File: config.mk
export PLATFORM = sky130hd
export DESIGN_NAME = single_neuron_delta_rule_trainer
export DESIGN_NICKNAME = d
export VERILOG_FILES = /design/src/sv/sndr_pkg.sv /design/src/sv/single_neuron_delta_rule_trainer.sv /design/src/sv/sndr_mul.sv
export SDC_FILE = /design/constraint.sdc
export NUM_CORES = 1
export LEC_CHECK = 0
export BUFFER_PORTS_ARGS = -buffer_cell sky130_fd_sc_hd__buf_4
export CAP_MARGIN = 20
export CORE_ASPECT_RATIO = 0.8
export CORE_UTILIZATION = 49
export CTS_CLUSTER_SIZE = 16
export DETAILED_ROUTE_END_ITERATION = 8
export PLACE_DENSITY = 0.69
export SKIP_LAST_GASP = 1
export SYNTH_ARGS = -nofsm -noshare
export SYNTH_HDL_FRONTEND = slang
export SYNTH_HIERARCHICAL = 1
export SYNTH_SLANG_ARGS = --single-unit
File: constraint.sdc
create_clock -name clock -period 10.3 [get_ports clock]
set_input_delay 2.06 -clock clock [delete_from_list [all_inputs] [get_ports clock]]
set_output_delay 2.06 -clock clock [all_outputs]
set_load 0.01 [all_outputs]
File: src/sv/sndr_pkg.sv
package sndr_pkg;

   // feature count and fixed-point format
   localparam int NUM_INPUTS = 2;
   localparam int FRAC_BITS  = 12;
   localparam int ONE_Q      = 1 << FRAC_BITS;

   // data, multiplier operand and accumulator widths
   localparam int DATA_W = 16;
   localparam int OP_W   = DATA_W + 1;
   localparam int ACC_W  = 2 * OP_W;

   // sigmoid breakpoints and offsets, unsigned
   localparam int SIG_W = 20;
   localparam logic [SIG_W-1:0] SIG_ONE  = SIG_W'(ONE_Q);
   localparam logic [SIG_W-1:0] SIG_SAT  = SIG_W'(5 * ONE_Q);
   localparam logic [SIG_W-1:0] SIG_BRK2 = SIG_W'((19 * ONE_Q) >> 3);
   localparam logic [SIG_W-1:0] SIG_OFS2 = SIG_W'((27 * ONE_Q) >> 5);
   localparam logic [SIG_W-1:0] SIG_OFS1 = SIG_W'((5 * ONE_Q) >> 3);
   localparam logic [SIG_W-1:0] SIG_OFS0 = SIG_W'(ONE_Q >> 1);

   localparam logic signed [ACC_W-1:0] SAT_MAX = $signed(ACC_W'(32767));
   localparam logic signed [ACC_W-1:0] SAT_MIN = -$signed(ACC_W'(32768));

   // clamp a wide value to the 16-bit signed range
   function automatic logic signed [DATA_W-1:0] sat16(input logic signed [ACC_W-1:0] v);
      logic signed [DATA_W-1:0] r;
      if (v > SAT_MAX) begin
         r = 16'sh7fff;
      end else if (v < SAT_MIN) begin
         r = 16'sh8000;
      end else begin
         r = v[DATA_W-1:0];
      end
      return r;
   endfunction

   // piecewise linear sigmoid, symmetric about one half
   function automatic logic signed [DATA_W-1:0] sigmoid(input logic signed [DATA_W-1:0] x);
      logic signed [DATA_W:0] xe;
      logic [DATA_W:0]        a;
      logic [SIG_W-1:0]       ae;
      logic [SIG_W-1:0]       y;
      xe = {x[DATA_W-1], x};
      a  = x[DATA_W-1] ? $unsigned(-xe) : $unsigned(xe);
      ae = SIG_W'(a);
      if (ae >= SIG_SAT) begin
         y = SIG_ONE;
      end else if (ae >= SIG_BRK2) begin
         y = (ae >> 5) + SIG_OFS2;
      end else if (ae >= SIG_ONE) begin
         y = (ae >> 3) + SIG_OFS1;
      end else begin
         y = (ae >> 2) + SIG_OFS0;
      end
      if (x[DATA_W-1]) begin
         y = SIG_ONE - y;
      end
      return DATA_W'(y);
   endfunction

endpackage

File: src/sv/single_neuron_delta_rule_trainer.sv
// sequence: sum, activation, then on a train transaction derivative, rate, gain and
//   weight updates, before the result register; a new request is taken only in idle,
//   since the single shared multiplier is stepped through sum, derivative and updates
// reset (synchronous, active high): weights cleared, activation_mode = sigmoid,
//   learning_rate = 1.0, no result pending
module single_neuron_delta_rule_trainer
   import sndr_pkg::*;
(
   input  logic                     clock,
   input  logic                     reset,
   // request channel
   input  logic                     req_valid,
   output logic                     req_stall,
   input  logic                     req_action,
   input  logic signed [DATA_W-1:0] req_feature_a,
   input  logic signed [DATA_W-1:0] req_feature_b,
   input  logic signed [DATA_W-1:0] req_target_value,
   // response channel
   output logic                     rsp_valid,
   input  logic                     rsp_stall,
   output logic signed [DATA_W-1:0] rsp_activation_out,
   output logic signed [DATA_W-1:0] rsp_weighted_sum,
   // register port
   input  logic                     psel,
   input  logic                     penable,
   input  logic                     pwrite,
   input  logic [2:0]               paddr,
   input  logic [31:0]              pwdata,
   output logic [31:0]              prdata,
   output logic                     pready
);

   // register map, index taken from byte address bit 2
   localparam logic CSR_MODE = 1'b0;
   localparam logic CSR_RATE = 1'b1;

   localparam int BIAS_IDX = NUM_INPUTS;
   localparam int IDX_B    = NUM_INPUTS - 1;

   localparam logic signed [DATA_W-1:0] ONE_D = DATA_W'(ONE_Q);
   localparam logic signed [OP_W-1:0]   ONE_O = OP_W'(ONE_Q);

   typedef enum logic [3:0] {
      ST_IDLE,
      ST_SUM_A,
      ST_SUM_B,
      ST_SUM_C,
      ST_ACT,
      ST_DERIV,
      ST_RATE,
      ST_GAIN,
      ST_UPD_A,
      ST_UPD_B,
      ST_UPD_C,
      ST_DONE
   } state_type;

   state_type state_ff, state_in;

   // configuration
   logic        mode_ff, mode_in;
   logic [14:0] rate_ff, rate_in;

   // transaction being worked on
   logic                     action_ff, action_in;
   logic signed [DATA_W-1:0] feat_a_ff, feat_a_in;
   logic signed [DATA_W-1:0] feat_b_ff, feat_b_in;
   logic signed [DATA_W-1:0] target_ff, target_in;

   // working values
   logic signed [ACC_W-1:0]  acc_ff, acc_in;
   logic signed [DATA_W-1:0] sum_ff, sum_in;
   logic signed [DATA_W-1:0] act_ff, act_in;
   logic signed [DATA_W-1:0] deriv_ff, deriv_in;
   logic signed [DATA_W-1:0] gain_ff, gain_in;

   // weight store, last entry is the bias
   logic signed [DATA_W-1:0] w_ff [NUM_INPUTS+1];
   logic signed [DATA_W-1:0] w_in [NUM_INPUTS+1];

   // output register
   logic                     rsp_valid_ff, rsp_valid_in;
   logic signed [DATA_W-1:0] rsp_act_ff, rsp_act_in;
   logic signed [DATA_W-1:0] rsp_sum_ff, rsp_sum_in;

   // shared multiplier
   logic signed [OP_W-1:0]   mul_a;
   logic signed [OP_W-1:0]   mul_b;
   logic signed [ACC_W-1:0]  prod;
   logic signed [DATA_W-1:0] prod_sh;
   logic signed [DATA_W-1:0] err;
   logic signed [DATA_W-1:0] sum_now;

   logic csr_write;

   sndr_mul u_mul (
      .clock (clock),
      .op_a  (mul_a),
      .op_b  (mul_b),
      .prod  (prod)
   );

   // product back to Q format, floor rounding by arithmetic shift
   assign prod_sh = sat16(prod >>> FRAC_BITS);
   assign err     = sat16(ACC_W'(target_ff) - ACC_W'(act_ff));
   assign sum_now = sat16(acc_ff >>> FRAC_BITS);

   assign csr_write = psel & penable & pwrite & pready;
   assign pready    = 1'b1;

   // register readback
   always_comb begin
      unique case (paddr[2])
         CSR_MODE: prdata = {31'b0, mode_ff};
         CSR_RATE: prdata = {17'b0, rate_ff};
         default:  prdata = 32'b0;
      endcase
   end

   assign req_stall          = (state_ff != ST_IDLE);
   assign rsp_valid          = rsp_valid_ff;
   assign rsp_activation_out = rsp_act_ff;
   assign rsp_weighted_sum   = rsp_sum_ff;

   always_comb begin
      state_in     = state_ff;
      mode_in      = mode_ff;
      rate_in      = rate_ff;
      action_in    = action_ff;
      feat_a_in    = feat_a_ff;
      feat_b_in    = feat_b_ff;
      target_in    = target_ff;
      acc_in       = acc_ff;
      sum_in       = sum_ff;
      act_in       = act_ff;
      deriv_in     = deriv_ff;
      gain_in      = gain_ff;
      w_in         = w_ff;
      rsp_valid_in = rsp_valid_ff;
      rsp_act_in   = rsp_act_ff;
      rsp_sum_in   = rsp_sum_ff;
      mul_a        = '0;
      mul_b        = '0;

      // response register drains independently of the sequencer
      if (rsp_valid_ff && !rsp_stall) begin
         rsp_valid_in = 1'b0;
      end

      if (csr_write) begin
         unique case (paddr[2])
            CSR_MODE: mode_in = pwdata[0];
            CSR_RATE: rate_in = pwdata[14:0];
            default:  ;
         endcase
      end

      unique case (state_ff)
         ST_IDLE: begin
            if (req_valid) begin
               action_in = req_action;
               feat_a_in = req_feature_a;
               // single input design ignores the second feature
               feat_b_in = (NUM_INPUTS > 1) ? req_feature_b : '0;
               target_in = req_target_value;
               acc_in    = ACC_W'(w_ff[BIAS_IDX]) <<< FRAC_BITS;
               state_in  = ST_SUM_A;
            end
         end
         ST_SUM_A: begin
            mul_a    = OP_W'(feat_a_ff);
            mul_b    = OP_W'(w_ff[0]);
            state_in = ST_SUM_B;
         end
         ST_SUM_B: begin
            mul_a    = OP_W'(feat_b_ff);
            mul_b    = OP_W'(w_ff[IDX_B]);
            acc_in   = acc_ff + prod;
            state_in = ST_SUM_C;
         end
         ST_SUM_C: begin
            acc_in   = acc_ff + prod;
            state_in = ST_ACT;
         end
         ST_ACT: begin
            sum_in   = sum_now;
            act_in   = mode_ff ? sigmoid(sum_now) : sum_now;
            state_in = action_ff ? ST_DERIV : ST_DONE;
         end
         ST_DERIV: begin
            // sigmoid slope y * (1 - y)
            mul_a    = OP_W'(act_ff);
            mul_b    = ONE_O - OP_W'(act_ff);
            state_in = ST_RATE;
         end
         ST_RATE: begin
            deriv_in = mode_ff ? prod_sh : ONE_D;
            mul_a    = OP_W'({2'b0, rate_ff});
            mul_b    = OP_W'(err);
            state_in = ST_GAIN;
         end
         ST_GAIN: begin
            mul_a    = OP_W'(prod_sh);
            mul_b    = OP_W'(deriv_ff);
            state_in = ST_UPD_A;
         end
         ST_UPD_A: begin
            gain_in  = prod_sh;
            mul_a    = OP_W'(prod_sh);
            mul_b    = OP_W'(feat_a_ff);
            state_in = ST_UPD_B;
         end
         ST_UPD_B: begin
            w_in[0]        = sat16(ACC_W'(w_ff[0]) + ACC_W'(prod_sh));
            w_in[BIAS_IDX] = sat16(ACC_W'(w_ff[BIAS_IDX]) + ACC_W'(gain_ff));
            mul_a          = OP_W'(gain_ff);
            mul_b          = OP_W'(feat_b_ff);
            state_in       = ST_UPD_C;
         end
         ST_UPD_C: begin
            if (NUM_INPUTS > 1) begin
               w_in[IDX_B] = sat16(ACC_W'(w_ff[IDX_B]) + ACC_W'(prod_sh));
            end
            state_in = ST_DONE;
         end
         ST_DONE: begin
            // wait for room in the response register
            if (!rsp_valid_ff || !rsp_stall) begin
               rsp_valid_in = 1'b1;
               rsp_act_in   = act_ff;
               rsp_sum_in   = sum_ff;
               state_in     = ST_IDLE;
            end
         end
         default: state_in = ST_IDLE;
      endcase
   end

   always_ff @(posedge clock) begin
      if (reset) begin
         state_ff     <= ST_IDLE;
         mode_ff      <= 1'b1;
         rate_ff      <= 15'(ONE_Q);
         rsp_valid_ff <= 1'b0;
         for (int i = 0; i <= NUM_INPUTS; i++) begin
            w_ff[i] <= '0;
         end
      end else begin
         state_ff     <= state_in;
         mode_ff      <= mode_in;
         rate_ff      <= rate_in;
         rsp_valid_ff <= rsp_valid_in;
         w_ff         <= w_in;
      end
      action_ff  <= action_in;
      feat_a_ff  <= feat_a_in;
      feat_b_ff  <= feat_b_in;
      target_ff  <= target_in;
      acc_ff     <= acc_in;
      sum_ff     <= sum_in;
      act_ff     <= act_in;
      deriv_ff   <= deriv_in;
      gain_ff    <= gain_in;
      rsp_act_ff <= rsp_act_in;
      rsp_sum_ff <= rsp_sum_in;
   end

endmodule

File: src/sv/sndr_mul.sv
module sndr_mul
   import sndr_pkg::*;
(
   input  logic                    clock,
   input  logic signed [OP_W-1:0]  op_a,
   input  logic signed [OP_W-1:0]  op_b,
   output logic signed [ACC_W-1:0] prod
);

   logic signed [ACC_W-1:0] prod_ff;
   logic signed [ACC_W-1:0] prod_in;

   // shared signed multiplier, product registered
   assign prod_in = op_a * op_b;

   always_ff @(posedge clock) begin
      prod_ff <= prod_in;
   end

   assign prod = prod_ff;

endmodule

; Word-level counts from Yosys, hierarchy flattened
; Index checks and enable logic that the tools add are counted.
[word_totals]
regBits = 282
inputBits = 91
output_inout_bits = 67
wordCells = 108
[op_classes]
addsub = 11
mul = 1
n_lt_le_gt_ge = 15
n_eq_ne = 13
muxes = 31
bitwise_logic = 3
reduce_logical = 15
[ops]
columns = op, count
row1 = two-way mux 16 bit, 18
row2 = one-hot mux 17 bit (7 select lines), 1
row3 = one-hot mux 17 bit (6 select lines), 1
row4 = "greater-than comparator 17 x 16 -> 1 bit, second input constant", 4
row5 = "< comparator 17 x 16 -> 1 bit, second input constant", 4
row6 = one-hot mux 34 bit (2 select lines), 1
row7 = one-hot mux 32 bit (2 select lines), 1
row8 = adder 16 x 16 -> 17 bit, 3
row9 = one-hot mux 4 bit (12 select lines), 1
row10 = "greater-than comparator 22 x 16 -> 1 bit, second input constant", 2
row11 = "< comparator 22 x 16 -> 1 bit, second input constant", 2
row12 = adder 34 bit, 1
row13 = multiplier 17 x 17 -> 34 bit, 1
row14 = two-way mux 34 bit, 1
row15 = "greater-or-equal comparator 17 x 13 -> 1 bit, second input constant", 1
row16 = "greater-or-equal comparator 17 x 14 -> 1 bit, second input constant", 1
row17 = "greater-or-equal comparator 17 x 15 -> 1 bit, second input constant", 1
row18 = two-way mux 17 bit, 1
row19 = negation 16 -> 17 bit, 1
row20 = "subtractor 14 x 16 -> 17 bit, first input constant", 1
row21 = subtractor 16 x 16 -> 17 bit, 1
row22 = "adder 15 x 12 -> 16 bit, second input constant", 1
row23 = "== test 4 x 3 -> 1 bit, second input constant", 4
row24 = "== test 4 bit, second input constant", 4
row25 = 18 further kinds, 32

; Longest topological paths before layout
[logic_depth]
ltp_word = 13
ltp_mapped = 38
depth_no_buf = 35

; By module
; The synthesis kept the hierarchy.
[by_module_without_submodules]
columns = mod, instances, cells_each, area_each_um2, seq_area_each_um2
row1 = single_neuron_delta_rule_trainer, 1, 1799, 16806.1, 6756.5
row2 = sndr_mul, 1, 1222, 11641.2, 680.7

; Worst setup path after synthesis
; OpenSTA, ideal clock, no wires.
[synth_path]
path_kind = reg2reg
startpoint = register act_ff[0]
endpoint = register u_mul.prod_ff[33] (netlist: u_mul/prod[33])
setup_ps = 72
t_arrival_ps = 8481
required_ps = 10228
setup_slack_ps = 1746
path_stages_with_launch = 32
path_buffers = 3
synth_period_minus_slack_ps = 8554
path_cell_list = edfxtp_1 -> ha_1 -> inv_1 -> fa_1 -> a21o_1 -> a21oi_1 -> o21a_1 -> o31ai_1 -> nor4_1 -> nor2_1 -> a211oi_1 -> a31oi_1 -> o21ai_1 -> clkbuf_1 -> o211ai_1 -> clkbuf_1 -> nand2_1 -> inv_1 -> fa_1 -> fa_1 -> fa_1 -> fa_1 -> fa_1 -> fa_1 -> ha_1 -> clkbuf_1 -> and3_1 -> a31oi_1 -> o21ai_0 -> or4_1 -> o21ai_0 -> xnor2_1
[synth_via]
elab_chain_cells = 6
word_cells_on_any_way = 9
classes_between = add/sub (2) / mul (1) / order compare (2) / mux (4)
[synth_rtl]
columns = element, line
row1 = from (decl), single_neuron_delta_rule_trainer.sv:73  ; logic signed [DATA_W-1:0] act_ff, act_in;
row2 = from (signal assigned), single_neuron_delta_rule_trainer.sv:261  ; act_ff <= act_in;
row3 = subtractor 16 x 16 -> 17 bit, single_neuron_delta_rule_trainer.sv:105  ; assign err = sat16(ACC_W'(target_ff) - ACC_W'(act_ff));
row4 = < comparator 17 x 16 -> 1 bit, sndr_pkg.sv:30  ; end else if (v < SAT_MIN) begin
row5 = two-way mux 16 bit, sndr_pkg.sv:30
row6 = two-way mux 16 bit, sndr_pkg.sv:28  ; if (v > SAT_MAX) begin
row7 = one-hot mux 17 bit (7 select lines) *, single_neuron_delta_rule_trainer.sv:158  ; unique case (state_ff)
row8 = via mul_b[2], single_neuron_delta_rule_trainer.sv:88  ; logic signed [OP_W-1:0] mul_b;
row9 = multiplier 17 x 17 -> 34 bit *, sndr_mul.sv:14  ; assign prod_in = op_a * op_b;
row10 = via u_mul.prod_in[33], sndr_mul.sv:11  ; logic signed [ACC_W-1:0] prod_in;
row11 = to (signal assigned), sndr_mul.sv:17  ; prod_ff <= prod_in;
row12 = to (decl), sndr_mul.sv:10  ; logic signed [ACC_W-1:0] prod_ff;
; Mark *: on every way through the listed nets, which the timed path passes. The rest lies on a longest branch.
; A chain may end at the register's enable or synchronous reset.

; Worst setup path after layout
[layout_path]
startpoint = register act_ff[1]
endpoint = register u_mul.prod_ff[33] (netlist: u_mul/prod[33])
; Same word-level chain as after synthesis.

==> run_results.csv <==
group,metric,value,unit
outcome,status,"complete, no violations",
worst_setup_path,critPathKind,"reg -> reg",
die,core,0.05699,mm²
sta,period_minus_slack,9683,ps
global_route,overflow,0,
synth,synth_mux_area_frac,0.002199,
die,die_h,217.5,µm
synth,synthSimpleGateAreaFrac,0.1498,
finish,drive_gt1_frac,0.1096,
routing,final_antenna_net_count,0,
die,die_area,0.05903,mm²
clock_network,cts.path.max_buffers,3,
routing,drt_iter0_drc,2539,
sta,setup_viol,0,
clock_network,worstSkewPairLatency,600,ps
die,num_rows,78,
place,gp_congestion,0.9606,
clock_network,clockRootBuffer,"clkbuf_16",
routing,drc,0,
finish,final_util,0.5494,
synth,async_flop_share,0,
die,die_w,271.4,µm
sta,drv_slew,0,
pwr,p_sw,1.567,mW
finish,fin_nets,3686,
synth,synthTopCellsByArea,"fa_1 21%, edfxtp_1 19%, ha_1 8.2%",
place,dp.final_hpwl,65.58,mm
global_route,grt_first_pass_wirelength,130.3,mm
synth,synth.distinct_cells,101,
sta,slew_headroom,0.1850,
clock_network,post_cts_buffers,0,
min_path,hold_path_class,"reg -> reg",
die,initial_core_util,0.4991,
synth,synth_seq_area_share,0.2614,
finish,largest-register,"w_ff",
worst_setup_path,critPathArrivalTime,10210,ps
pwr,irDropWorstVdd,128.3,µV
worst_setup_path,crit_path_max_incr_delay,910,ps
sta,setup_tns,0,ps
die,ioPinCount,158,
routing,vias,23320,
place,portBuffers,120,
finish,stdcell_count,3889,
pwr,power.leakage,14.35,nW
synth,synth_most_common_cell,"inv_1",
synth,synth_warnings,6,
worst_setup_path,r2r-start,"act_ff[1]",
finish,largest_reg_flops,48,
routing,drt-pass1-iter-count,6,
pwr,p_comb_frac,0.357,
sta,hold_viol,0,
synth,synth_xor_area_frac,0.04064,
clock_network,ctsHoldBuffers,0,
synth,ys_seq_elements,282,
sta,finalClockSkew,29.93,ps
clock_network,cts_resized,0,
synth,synth_fa_ha_area_frac,0.2941,
routing,vias_per_cell,5.996,
synth,avgSynthCellArea,9.417,µm²
place,place_inst,3835,
routing,wl_per_cell,21.40,µm
clock_network,cts.clk_slew.worst_paths,70,ps
clock_network,cts-htree-levels,1,
worst_setup_path,crit_top_cell,"fa_1",
pwr,power.share.clock,0.275,
synth,netlist_instances,3021,
pwr,p_total,4.000,mW
pwr,powerDensity,127.8,mW/mm²
min_path,hold_depth,0,
finish,n_fill_cell,5135,
worst_setup_path,r2r_cells,28,
min_path,min_from,"sum_ff[14]",
worst_setup_path,reg2reg_to,"u_mul/prod[33]",
synth,ys.flop_type,"edfxtp_1",
sta,rsz0062_at_grt,"no",
finish,ff_latch_area,0.007437,mm²
sta,worst_slew_pin_slew,1223,ps
run,max_cap_viol_count,0,
worst_setup_path,end_kind,"flip-flop",
finish,area.growth.synth_to_final,10.07,%
synth,synth_top_cells_by_count,"385 x inv_1, 301 x fa_1, 273 x nand2_1",
synth,synth-edff-count,179,
worst_setup_path,startpoint_type,"flip-flop",
synth,syn-cell-area,0.02845,mm²
sta,fmax,103.3,MHz
global_route,track_usage,0.2827,
pwr,p_sw_frac,0.3917,
clock_network,numCtsBuffers,28,
worst_setup_path,crit_fanout,15,
clock_network,cts_tree,"yes",
sta,post-route-period-util,0.9401,
global_route,grt_pass1_vias,22450,
worst_setup_path,cp_slowest_cell,"fa_1",
finish,multiInputGateArea,0.01903,mm²
clock_network,clock_sinks,282,
finish,n_antenna_cell,0,
synth,yosys.area.top_type,"fa_1",
pwr,internal_power,2.433,mW
pwr,power.share.sequential,0.368,
global_route,grt_max_degree,50,
synth,synth_top_family_by_area,"adder cells",
synth,synth_compound_area_frac,0.1774,
synth,synth_top_area_frac,0.2118,
worst_setup_path,r2r_setup_slack,620,ps
global_route,antenna_found_initial,4,
routing,postRouteWirelength,83.23,mm
min_path,min_to,"rsp_weighted_sum[14]",
worst_setup_path,required,10820,ps
-- cells by family (layout without fill, tap and decap cells) --
| group | count (synthesis) | after routing |
|---|---|---|
| adders and majority gates | 488 | 488 |
| AOI/OAI and AO/OA | 724 | 724 |
| DFF | 282 | 282 |
| muxes | 6 | 6 |
| buffers and inverters | 536 | 628 |
| and+or+nand+nor | 851 | 851 |
| xor gates and xnor gates | 132 | 132 |
| other | 2 | 18 |
-- worst max path at each step --
stage                     end       from  slack (ps)
3_3_place_gp   u_mul/prod[33]  act_ff[1]         970
6_report       u_mul/prod[33]  act_ff[1]         620
4_1_cts        u_mul/prod[33]  act_ff[1]         710
2_1_floorplan  u_mul/prod[33]  act_ff[0]        1750
5_1_grt        u_mul/prod[31]  act_ff[1]         110
3_5_place_dp   u_mul/prod[33]  act_ff[1]         760
-- layout make-up --
type	instances	share of cell area
multi-input cells	2219	0.6078
flip-flops and latches	282	0.2375
repair buffers	191	0.04651
inverters	385	0.04615
well taps	760	0.03037
clock buffers	35	0.02585
clock inverters	17	0.005754
-- worst max-delay path, delay by kind of cell, from the launching register on --
family / cells / cell delay, ps
AOI/OAI and AO/OA: 12 / 3360
xor gates and xnor gates: 1 / 140
adders and majority gates: 8 / 4120
buffers and inverters: 3 / 580
DFF: 1 / 470
and+or+nand+nor: 4 / 980
-- cell usage in the layout (no fill, tap or decap), types with 23 or more instances in the layout --
cell type | netlist | layout
buf_4 | 20 | 188
a22oi_1 | 39 | 39
nand2_1 | 273 | 272
nor2_1 | 159 | 157
nand3_1 | 44 | 44
o211ai_1 | 41 | 41
inv_1 | 385 | 385
a21o_1 | 44 | 44
and2_1 | 172 | 172
a211oi_1 | 31 | 31
o221a_2 | 32 | 32
clkbuf_16 | 0 | 31
o21ai_0 | 158 | 158
a222oi_1 | 27 | 27
edfxtp_1 | 179 | 179
nor3_1 | 51 | 46
a21oi_1 | 177 | 176
xor2_1 | 49 | 49
and3_1 | 24 | 23
ha_1 | 187 | 187
dfxtp_1 | 103 | 103
xnor2_1 | 83 | 82
fa_1 | 301 | 301
nand2b_1 | 24 | 24
-- metrics by stage --
stage	cell area [µm²]	setup WS, ps	hold WS, ps
detailed placement	30280	759.1	404.5
CTS	31270	711.5	420.8
global placement	30270	965.1	404.6
floorplan	28510	1746	400.3
finish	31310	616.9	419.4
global route	31310	113.7	421.8
-- power by group through the flow --
stage	Clock (mW)	Sequential (mW)	Combinational [mW]
after floorplan	0	1.41	1.01
after global placement	0	1.49	1.35
after detailed placement	0	1.49	1.39
after CTS	1.11	1.46	1.40
after global routing	1.16	1.48	1.56
final	1.10	1.47	1.43
-- layer usage --
layer | track usage | vias up | share of wire
li1 | - | 10600 | -
met1 | 0.4198 | 11490 | 0.45
met2 | 0.4170 | 1067 | 0.43
met3 | 0.05263 | 164 | 0.090
met4 | 0.08371 | 0 | 0.035
met5 | 0 | - | 0
Note: power is estimated with default switching activity, not from simulation.
